[config.mk]
export PLATFORM = sky130hd
export DESIGN_NAME = json_string_unescape_core
export DESIGN_NICKNAME = d
export VERILOG_FILES = /design/src/hw/rtl/jsu_pkg.sv /design/src/hw/rtl/json_string_unescape_core.sv /design/src/hw/rtl/jsu_front.sv /design/src/hw/rtl/jsu_queue.sv /design/src/hw/rtl/jsu_back.sv
export SDC_FILE = /design/constraint.sdc
export NUM_CORES = 1
export LEC_CHECK = 0
export ABC_AREA = 1
export BUFFER_PORTS_ARGS = -buffer_cell sky130_fd_sc_hd__clkbuf_2
export CAP_MARGIN = 20
export CORE_UTILIZATION = 51
export DETAILED_ROUTE_END_ITERATION = 7
export GPL_ROUTABILITY_DRIVEN = 0
export PLACE_DENSITY = 0.72
export REMOVE_ABC_BUFFERS = 1
export SLEW_MARGIN = 20
export SYNTH_ARGS = -nofsm -noshare
export SYNTH_HDL_FRONTEND = slang
export SYNTH_SLANG_ARGS = --single-unit
[constraint.sdc]
create_clock -name clk_i -period 3 [get_ports clk_i]
set_input_delay 0.3 -clock clk_i [delete_from_list [all_inputs] [get_ports clk_i]]
set_output_delay 0.3 -clock clk_i [all_outputs]
set_load 0.03 [all_outputs]
[src/hw/rtl/jsu_pkg.sv]
package jsu_pkg;

  typedef enum logic [1:0] {
    KIND_BYTE = 2'd0,
    KIND_DONE = 2'd1,
    KIND_ERR  = 2'd2
  } kind_e;

  typedef enum logic [2:0] {
    ERR_NONE        = 3'd0,
    ERR_NO_QUOTE    = 3'd1,
    ERR_CTRL_BYTE   = 3'd2,
    ERR_BAD_ESCAPE  = 3'd3,
    ERR_BAD_HEX     = 3'd4,
    ERR_MISS_SECOND = 3'd5,
    ERR_BAD_LOW     = 3'd6,
    ERR_UNTERM      = 3'd7
  } err_e;

  typedef enum logic [1:0] {
    CMD_BYTE = 2'd0,
    CMD_CP   = 2'd1,
    CMD_DONE = 2'd2,
    CMD_ERR  = 2'd3
  } cmd_op_e;

  localparam int unsigned CpWidth = 21;

  typedef struct packed {
    cmd_op_e              op;
    err_e                 err;
    logic [CpWidth-1:0]   value;
  } cmd_t;

  typedef struct packed {
    logic [7:0] out_byte;
    kind_e      kind;
    err_e       err;
    logic       last;
  } result_t;

  localparam logic [7:0] ChQuote  = 8'h22;
  localparam logic [7:0] ChBslash = 8'h5C;
  localparam logic [7:0] ChSlash  = 8'h2F;
  localparam logic [7:0] ChB      = 8'h62;
  localparam logic [7:0] ChF      = 8'h66;
  localparam logic [7:0] ChN      = 8'h6E;
  localparam logic [7:0] ChR      = 8'h72;
  localparam logic [7:0] ChT      = 8'h74;
  localparam logic [7:0] ChU      = 8'h75;
  localparam logic [7:0] CtrlLimit = 8'h20;

  localparam logic [5:0] HighTag = 6'b110110;
  localparam logic [5:0] LowTag  = 6'b110111;
  localparam logic [CpWidth-1:0] PairBase = 21'h10000;

  localparam logic [CpWidth-1:0] Max1 = 21'h7F;
  localparam logic [CpWidth-1:0] Max2 = 21'h7FF;
  localparam logic [CpWidth-1:0] Max3 = 21'hFFFF;

  localparam logic [7:0] Lead2 = 8'hC0;
  localparam logic [7:0] Lead3 = 8'hE0;
  localparam logic [7:0] Lead4 = 8'hF0;
  localparam logic [7:0] Cont  = 8'h80;

  function automatic logic [4:0] hex_value(input logic [7:0] c);
    logic [4:0] r;
    r = 5'h10;
    if (c >= 8'h30 && c <= 8'h39) begin
      r = {1'b0, c[3:0]};
    end else if ((c >= 8'h61 && c <= 8'h66) || (c >= 8'h41 && c <= 8'h46)) begin
      r = {1'b0, 4'(c[3:0] + 4'd9)};
    end
    return r;
  endfunction

endpackage

[src/hw/rtl/json_string_unescape_core.sv]
// A request's results pass through the command queue and then the output register to m_axis.
// Throughput: one input request per cycle; results leave at one per cycle while m_axis_tready
// is high; a \u escape yields 1 to 4, so the back end's byte serializer sets the output rate.
// The command queue (QueueDepth entries) absorbs those bursts; s_axis_tready drops when full.
// Reset: rst_ni is asynchronous and active low; it returns the parser to idle and empties
// the queue and the output register. No clearing pass follows reset.
module json_string_unescape_core #(
  parameter int unsigned QueueDepth = 4
) (
  input  logic        clk_i,
  input  logic        rst_ni,
  input  logic        s_axis_tvalid,
  output logic        s_axis_tready,
  input  logic [7:0]  s_axis_tdata,  // [7:0] data_byte
  input  logic        s_axis_tuser,  // [0] func
  output logic        m_axis_tvalid,
  input  logic        m_axis_tready,
  output logic [15:0] m_axis_tdata,  // [7:0] out_byte, [10:8] error_code, [15:11] zero
  output logic [1:0]  m_axis_tuser,  // [1:0] kind
  output logic        m_axis_tlast
);

  logic             push, q_full, q_valid, pop;
  jsu_pkg::cmd_t    cmd_in, cmd_out;
  jsu_pkg::result_t res;

  jsu_front u_front (
    .clk_i      (clk_i),
    .rst_ni     (rst_ni),
    .in_valid_i (s_axis_tvalid),
    .in_ready_o (s_axis_tready),
    .in_byte_i  (s_axis_tdata),
    .in_end_i   (s_axis_tuser),
    .q_full_i   (q_full),
    .push_o     (push),
    .cmd_o      (cmd_in)
  );

  jsu_queue #(
    .Depth (QueueDepth)
  ) u_queue (
    .clk_i   (clk_i),
    .rst_ni  (rst_ni),
    .push_i  (push),
    .data_i  (cmd_in),
    .full_o  (q_full),
    .pop_i   (pop),
    .valid_o (q_valid),
    .data_o  (cmd_out)
  );

  jsu_back u_back (
    .clk_i       (clk_i),
    .rst_ni      (rst_ni),
    .q_valid_i   (q_valid),
    .cmd_i       (cmd_out),
    .pop_o       (pop),
    .out_valid_o (m_axis_tvalid),
    .out_ready_i (m_axis_tready),
    .out_o       (res)
  );

  assign m_axis_tdata = {5'd0, res.err, res.out_byte};
  assign m_axis_tuser = res.kind;
  assign m_axis_tlast = res.last;

endmodule

[src/hw/rtl/jsu_front.sv]
module jsu_front (
  input  logic          clk_i,
  input  logic          rst_ni,
  input  logic          in_valid_i,
  output logic          in_ready_o,
  input  logic [7:0]    in_byte_i,
  input  logic          in_end_i,
  input  logic          q_full_i,
  output logic          push_o,
  output jsu_pkg::cmd_t cmd_o
);

  typedef enum logic [2:0] {
    M_IDLE = 3'd0,
    M_STR  = 3'd1,
    M_ESC  = 3'd2,
    M_HEX1 = 3'd3,
    M_BSL2 = 3'd4,
    M_U2   = 3'd5,
    M_HEX2 = 3'd6
  } mode_e;

  mode_e       mode_q, mode_d;
  logic [1:0]  cnt_q, cnt_d;
  logic [11:0] acc_q, acc_d;
  logic [9:0]  hs_q, hs_d;

  logic                          accept;
  logic [4:0]                    hv;
  logic [15:0]                   cp16;
  logic [jsu_pkg::CpWidth-1:0]   pair_cp;

  assign in_ready_o = !q_full_i;
  assign accept     = in_valid_i && !q_full_i;
  assign hv         = jsu_pkg::hex_value(in_byte_i);
  assign cp16       = {acc_q, hv[3:0]};
  assign pair_cp    = jsu_pkg::PairBase + {1'b0, hs_q, cp16[9:0]};

  always_comb begin
    mode_d    = mode_q;
    cnt_d     = cnt_q;
    acc_d     = acc_q;
    hs_d      = hs_q;
    push_o    = 1'b0;
    cmd_o.op    = jsu_pkg::CMD_BYTE;
    cmd_o.err   = jsu_pkg::ERR_NONE;
    cmd_o.value = {13'd0, in_byte_i};
    if (accept) begin
      if (in_end_i) begin
        push_o    = 1'b1;
        cmd_o.op  = jsu_pkg::CMD_ERR;
        cmd_o.err = (mode_q != M_IDLE) ? jsu_pkg::ERR_UNTERM : jsu_pkg::ERR_NO_QUOTE;
        mode_d    = M_IDLE;
      end else begin
        unique case (mode_q)
          M_STR: begin
            if (in_byte_i == jsu_pkg::ChQuote) begin
              push_o   = 1'b1;
              cmd_o.op = jsu_pkg::CMD_DONE;
              mode_d   = M_IDLE;
            end else if (in_byte_i == jsu_pkg::ChBslash) begin
              mode_d = M_ESC;
            end else if (in_byte_i < jsu_pkg::CtrlLimit) begin
              push_o    = 1'b1;
              cmd_o.op  = jsu_pkg::CMD_ERR;
              cmd_o.err = jsu_pkg::ERR_CTRL_BYTE;
              mode_d    = M_IDLE;
            end else begin
              push_o = 1'b1;
            end
          end
          M_ESC: begin
            mode_d = M_STR;
            push_o = 1'b1;
            unique case (in_byte_i)
              jsu_pkg::ChQuote, jsu_pkg::ChBslash, jsu_pkg::ChSlash: begin
              end
              jsu_pkg::ChB: cmd_o.value = 21'h08;
              jsu_pkg::ChF: cmd_o.value = 21'h0C;
              jsu_pkg::ChN: cmd_o.value = 21'h0A;
              jsu_pkg::ChR: cmd_o.value = 21'h0D;
              jsu_pkg::ChT: cmd_o.value = 21'h09;
              jsu_pkg::ChU: begin
                push_o = 1'b0;
                mode_d = M_HEX1;
                cnt_d  = 2'd0;
              end
              default: begin
                cmd_o.op  = jsu_pkg::CMD_ERR;
                cmd_o.err = jsu_pkg::ERR_BAD_ESCAPE;
                mode_d    = M_IDLE;
              end
            endcase
          end
          M_HEX1, M_HEX2: begin
            if (hv[4]) begin
              push_o    = 1'b1;
              cmd_o.op  = jsu_pkg::CMD_ERR;
              cmd_o.err = jsu_pkg::ERR_BAD_HEX;
              mode_d    = M_IDLE;
            end else if (cnt_q != 2'd3) begin
              cnt_d = cnt_q + 2'd1;
              acc_d = cp16[11:0];
            end else begin
              cnt_d = 2'd0;
              if (mode_q == M_HEX1) begin
                if (cp16[15:10] == jsu_pkg::HighTag) begin
                  hs_d   = cp16[9:0];
                  mode_d = M_BSL2;
                end else begin
                  push_o      = 1'b1;
                  cmd_o.op    = jsu_pkg::CMD_CP;
                  cmd_o.value = {5'd0, cp16};
                  mode_d      = M_STR;
                end
              end else if (cp16[15:10] != jsu_pkg::LowTag) begin
                push_o    = 1'b1;
                cmd_o.op  = jsu_pkg::CMD_ERR;
                cmd_o.err = jsu_pkg::ERR_BAD_LOW;
                mode_d    = M_IDLE;
              end else begin
                push_o      = 1'b1;
                cmd_o.op    = jsu_pkg::CMD_CP;
                cmd_o.value = pair_cp;
                mode_d      = M_STR;
              end
            end
          end
          M_BSL2: begin
            if (in_byte_i == jsu_pkg::ChBslash) begin
              mode_d = M_U2;
            end else begin
              push_o    = 1'b1;
              cmd_o.op  = jsu_pkg::CMD_ERR;
              cmd_o.err = jsu_pkg::ERR_MISS_SECOND;
              mode_d    = M_IDLE;
            end
          end
          M_U2: begin
            if (in_byte_i == jsu_pkg::ChU) begin
              mode_d = M_HEX2;
              cnt_d  = 2'd0;
            end else begin
              push_o    = 1'b1;
              cmd_o.op  = jsu_pkg::CMD_ERR;
              cmd_o.err = jsu_pkg::ERR_MISS_SECOND;
              mode_d    = M_IDLE;
            end
          end
          default: begin
            if (in_byte_i == jsu_pkg::ChQuote) begin
              mode_d = M_STR;
            end else begin
              push_o    = 1'b1;
              cmd_o.op  = jsu_pkg::CMD_ERR;
              cmd_o.err = jsu_pkg::ERR_NO_QUOTE;
            end
          end
        endcase
      end
    end
  end

  always_ff @(posedge clk_i or negedge rst_ni) begin
    if (!rst_ni) begin
      mode_q <= M_IDLE;
      cnt_q  <= 2'd0;
      acc_q  <= 12'd0;
      hs_q   <= 10'd0;
    end else begin
      mode_q <= mode_d;
      cnt_q  <= cnt_d;
      acc_q  <= acc_d;
      hs_q   <= hs_d;
    end
  end

endmodule

[src/hw/rtl/jsu_queue.sv]
module jsu_queue #(
  parameter int unsigned Depth = 4
) (
  input  logic          clk_i,
  input  logic          rst_ni,
  input  logic          push_i,
  input  jsu_pkg::cmd_t data_i,
  output logic          full_o,
  input  logic          pop_i,
  output logic          valid_o,
  output jsu_pkg::cmd_t data_o
);

  localparam int unsigned PtrW = (Depth > 1) ? $clog2(Depth) : 1;
  localparam int unsigned CntW = $clog2(Depth + 1);
  localparam logic [PtrW-1:0] LastPtr = PtrW'(Depth - 1);
  localparam logic [CntW-1:0] Full    = CntW'(Depth);

  jsu_pkg::cmd_t  mem [Depth];
  logic [PtrW-1:0] wr_q, wr_d, rd_q, rd_d;
  logic [CntW-1:0] cnt_q, cnt_d;
  logic            do_push, do_pop;

  assign full_o  = (cnt_q == Full);
  assign valid_o = (cnt_q != '0);
  assign data_o  = mem[rd_q];
  assign do_push = push_i && !full_o;
  assign do_pop  = pop_i && valid_o;

  always_comb begin
    wr_d  = wr_q;
    rd_d  = rd_q;
    cnt_d = cnt_q;
    if (do_push) begin
      wr_d = (wr_q == LastPtr) ? '0 : wr_q + PtrW'(1);
    end
    if (do_pop) begin
      rd_d = (rd_q == LastPtr) ? '0 : rd_q + PtrW'(1);
    end
    if (do_push && !do_pop) begin
      cnt_d = cnt_q + CntW'(1);
    end else if (!do_push && do_pop) begin
      cnt_d = cnt_q - CntW'(1);
    end
  end

  always_ff @(posedge clk_i or negedge rst_ni) begin
    if (!rst_ni) begin
      wr_q  <= '0;
      rd_q  <= '0;
      cnt_q <= '0;
    end else begin
      wr_q  <= wr_d;
      rd_q  <= rd_d;
      cnt_q <= cnt_d;
    end
  end

  always_ff @(posedge clk_i) begin
    if (do_push) begin
      mem[wr_q] <= data_i;
    end
  end

endmodule

[src/hw/rtl/jsu_back.sv]
module jsu_back (
  input  logic             clk_i,
  input  logic             rst_ni,
  input  logic             q_valid_i,
  input  jsu_pkg::cmd_t    cmd_i,
  output logic             pop_o,
  output logic             out_valid_o,
  input  logic             out_ready_i,
  output jsu_pkg::result_t out_o
);

  logic [1:0]                  idx_q, idx_d;
  logic [1:0]                  last_idx;
  logic                        load;
  logic [jsu_pkg::CpWidth-1:0] v;
  logic                        out_valid_q;
  jsu_pkg::result_t            res_d, res_q;

  assign v = cmd_i.value;

  always_comb begin
    last_idx = 2'd0;
    if (cmd_i.op == jsu_pkg::CMD_CP) begin
      priority if (v <= jsu_pkg::Max1) begin
        last_idx = 2'd0;
      end else if (v <= jsu_pkg::Max2) begin
        last_idx = 2'd1;
      end else if (v <= jsu_pkg::Max3) begin
        last_idx = 2'd2;
      end else begin
        last_idx = 2'd3;
      end
    end
  end

  assign load  = q_valid_i && (!out_valid_q || out_ready_i);
  assign pop_o = load && (idx_q == last_idx);
  assign idx_d = pop_o ? 2'd0 : (load ? idx_q + 2'd1 : idx_q);

  always_comb begin
    res_d.out_byte = 8'd0;
    res_d.kind     = jsu_pkg::KIND_BYTE;
    res_d.err      = jsu_pkg::ERR_NONE;
    res_d.last     = (idx_q == last_idx);
    unique case (cmd_i.op)
      jsu_pkg::CMD_BYTE: res_d.out_byte = v[7:0];
      jsu_pkg::CMD_DONE: res_d.kind = jsu_pkg::KIND_DONE;
      jsu_pkg::CMD_ERR: begin
        res_d.kind = jsu_pkg::KIND_ERR;
        res_d.err  = cmd_i.err;
      end
      jsu_pkg::CMD_CP: begin
        unique case ({last_idx, idx_q})
          4'b00_00: res_d.out_byte = v[7:0];
          4'b01_00: res_d.out_byte = jsu_pkg::Lead2 | {3'd0, v[10:6]};
          4'b01_01: res_d.out_byte = jsu_pkg::Cont | {2'd0, v[5:0]};
          4'b10_00: res_d.out_byte = jsu_pkg::Lead3 | {4'd0, v[15:12]};
          4'b10_01: res_d.out_byte = jsu_pkg::Cont | {2'd0, v[11:6]};
          4'b10_10: res_d.out_byte = jsu_pkg::Cont | {2'd0, v[5:0]};
          4'b11_00: res_d.out_byte = jsu_pkg::Lead4 | {5'd0, v[20:18]};
          4'b11_01: res_d.out_byte = jsu_pkg::Cont | {2'd0, v[17:12]};
          4'b11_10: res_d.out_byte = jsu_pkg::Cont | {2'd0, v[11:6]};
          4'b11_11: res_d.out_byte = jsu_pkg::Cont | {2'd0, v[5:0]};
          default:  res_d.out_byte = 8'd0;
        endcase
      end
      default: res_d.out_byte = 8'd0;
    endcase
  end

  always_ff @(posedge clk_i or negedge rst_ni) begin
    if (!rst_ni) begin
      idx_q       <= 2'd0;
      out_valid_q <= 1'b0;
    end else begin
      idx_q <= idx_d;
      if (load) begin
        out_valid_q <= 1'b1;
      end else if (out_ready_i) begin
        out_valid_q <= 1'b0;
      end
    end
  end

  always_ff @(posedge clk_i) begin
    if (load) begin
      res_q <= res_d;
    end
  end

  assign out_valid_o = out_valid_q;
  assign out_o       = res_q;

endmodule

==> run summary <==
status: finished, final reports clean
CP Class: register to register
htree depth: 4
share of cells above drive strength 1: 16.4%
Lkg Pwr: 4.06 nW
# port buffers: 28
register area share after synthesis: 55.3%
commonest non-fill, non-tap cell in the layout: nand2_1
global-route usage over all layers: 24.2%
CTS clock-pin slew for the worst setup and hold paths: 70 ps
CTS sink cnt: 155
Worst EP required: 3300 ps
Max Fclk: 347 MHz
Stages on worst setup path: 19
GRT overflow: 0
Clock Path Buffers: 2
fillers: 1,311
Post-Syn Instances: 898
Final setup viols: 0
Layout Skew: 10.1 ps
total die area: 16,400 sq um
clock latency at the later pin of the worst-skew pair: 430 ps
DRT iter0 DRCs: 545
non-filler cells in the finished layout: 1,190
Final Max Tran Viols: 0
Initial Utilization: 52.8%
ys async rst share: 23.9%
TritonCTS clock tree: built
CP delay by family, top: simple AND/OR/NAND/NOR gates
vias per cell: 5.35
Final Hold Vio Count: 0
Worst EP arrival: 3190 ps
vias post-DR: 6,371
worst vdd ir: 0.000537 V
I/O pin count: 34
vias in the first global route: 6,049
Synth Cell Area: 8090 sq um
DRC: 0
total of warnings raised by yosys: 0
Worst setup EP type: register
hpwl dp: 12,800 um
register bit total from synthesis: 155
Sum Neg Setup Slack: 0 ps
Die Width: 128 um
syn_area_per_cell: 9.01 sq um
Final period util: 96.1%
WL/cell: 15.7 um
first-pass GRT wire length: 30,000 um
ys flop type: edfxtp_1
Num CTS Buffers: 17
WP buf/inv: 5
row cnt: 45
Max FO, Critical Path: 12
# diodes: 0
antenna violations before repair: 0
Post-synth EDFFs: 118
max_slew headroom: 35.8%
Tmin final: 2880 ps
Worst R2R Path Depth: 19
Worst-Margin Slew: 963 ps
CTS Hold Buffers Added: 0
Die Span Y: 128 um
final wirelength: 18,700 um
CTS Root Cell: clkbuf_16
core area: 15,300 sq um
Synth cell types: 52
fin nets: 997
Crit-path slowest cell: dfrtp_1
pwr/cell area: 946 nW/um^2
crit path launch type: register
hold crit path type: input pin to async pin
largest net degree at the start of global routing: 40
Area Growth Syn to Fin: 16.3%
Final ANT Viol Nets: 0
dpl cells: 1,154
CP Cell Sequence: clkinv_4 > buf_4 > nand3_1 > nand2_1 > nand2_1 > nand3b_1 > inv_1 > nand2_1 > nand3_2 > xor2_2 > nand2_2 > nor2_4 > inv_1 > ha_1 > inv_1 > fa_2 > a21oi_1 > o21ai_1 > xor2_1
first-pass iteration count of the detailed router: 5
MaxCap Viol Count: 0
worst stage delay on the critical path: 420 ps
most frequent cells in the layout: nand2_1, edfxtp_1, inv_1
through the flow:
stage                     setup WS (ps)  hold WS [ps]  area, sq um  utilization [%]  total power, mW
after CTS                          37.6          51.0         9310             60.8             8.76
after global routing              -18.3          68.3         9400             61.4             9.45
after global placement              122           457         8700             56.8             6.49
final                               116          32.1         9400             61.4             8.89
after detailed placement           71.4           473         8700             56.8             6.55
after floorplan                    -906          4.41         7910                -             5.38
sequential cells by signal, indices dropped and copies added, names as in the netlist:
| name | cells |
|---|---|
| u_back.idx_q | 2 |
| u_front.acc_q | 12 |
| u_front.hs_q | 10 |
| u_front.cnt_q | 2 |
| u_queue.mem | 104 |
| u_queue.rd_q | 2 |
| u_queue.wr_q | 2 |
| u_queue.cnt_q | 3 |
| u_back.out_valid_o | 1 |
| u_back.out_o | 14 |
| u_front.mode_q | 3 |
cells in the mapped netlist, types with 5 or more instances:
master / count / area share [%]
edfxtp_1: 118 / 44
nor3_1: 13 / 0.80
o22ai_1: 7 / 0.54
ha_1: 17 / 2.6
dfrtp_1: 37 / 11
a21oi_1: 27 / 1.7
nor2_2: 6 / 0.46
buf_4: 9 / 0.84
o21ai_0: 45 / 2.8
nor2_1: 78 / 3.6
o211ai_1: 5 / 0.46
nand4_1: 10 / 0.77
buf_6: 5 / 0.70
nand3_1: 66 / 4.1
o21ai_1: 13 / 0.80
inv_2: 13 / 0.60
nand2_2: 8 / 0.62
buf_2: 13 / 0.80
inv_1: 104 / 4.8
nand2_1: 252 / 12
repair_timing:
action	CTS	global route
setup endpoints to repair	0	2
resized for setup	0	15
buffers inserted	0	2
final timing paths:
path / from / endpoint / slack, ps
setup / recovery: u_queue.rd_q[1]$_DFFE_PN0P_ / u_queue.cnt_q[2]$_DFFE_PN0P_ / 120
hold / removal: rst_ni / u_front.acc_q[11]$_DFFE_PN0P_ / 30
setup reg to reg: u_queue.rd_q[1]$_DFFE_PN0P_ / u_queue.cnt_q[2]$_DFFE_PN0P_ / 120
hold reg to reg: u_front.hs_q[3]$_DFFE_PN0P_ / u_front.hs_q[3]$_DFFE_PN0P_ / 490
max in group asynchronous: rst_ni / u_front.mode_q[0]$_DFFE_PN0P_ / 2310
min in group clk_i: m_axis_tready / u_back.out_valid_o$_DFFE_PN0P_ / 60
per-layer routing:
layer | wire length [um] | GRT usage, % | vias to the layer above | share of wire [%]
li1 | - | - | 3131 | -
met1 | 8010 | 30.8 | 2932 | 43
met2 | 8990 | 40.2 | 263 | 48
met3 | 1230 | 4.92 | 45 | 6.6
met4 | 484 | 10.9 | 0 | 2.6
met5 | 0 | 0 | - | 0
cells by family after synthesis:
logic type / synth area share, %
AND/OR/NAND/NOR: 24.5
XOR/XNOR: 0.743
flip-flops: 55.3
other: 0.0464
multiplexers: 0.124
AO/OA/AOI/OAI: 8.57
buffers and inverters: 7.91
adder cells (fa/ha/maj): 2.88
final cells by class:
class                   count  area [sq um]  area share, %
clock buffers              17           425           4.52
multi-input cells         600          3020           32.2
repair buffers             74           587           6.24
inverters                 118           450           4.79
well taps                 211           264           2.81
flip-flops and latches    155          4470           47.6
clock inverters            15           178           1.89
where the power goes:
part	switching [mW]	internal [mW]	total, mW	leakage, nW
combinational	2.40	1.23	3.63	2.17
sequential	0.179	2.89	3.07	1.61
clock	0.941	1.26	2.20	0.287
total	3.52	5.37	8.89	4.06
Power figures use the tool's default switching activity.
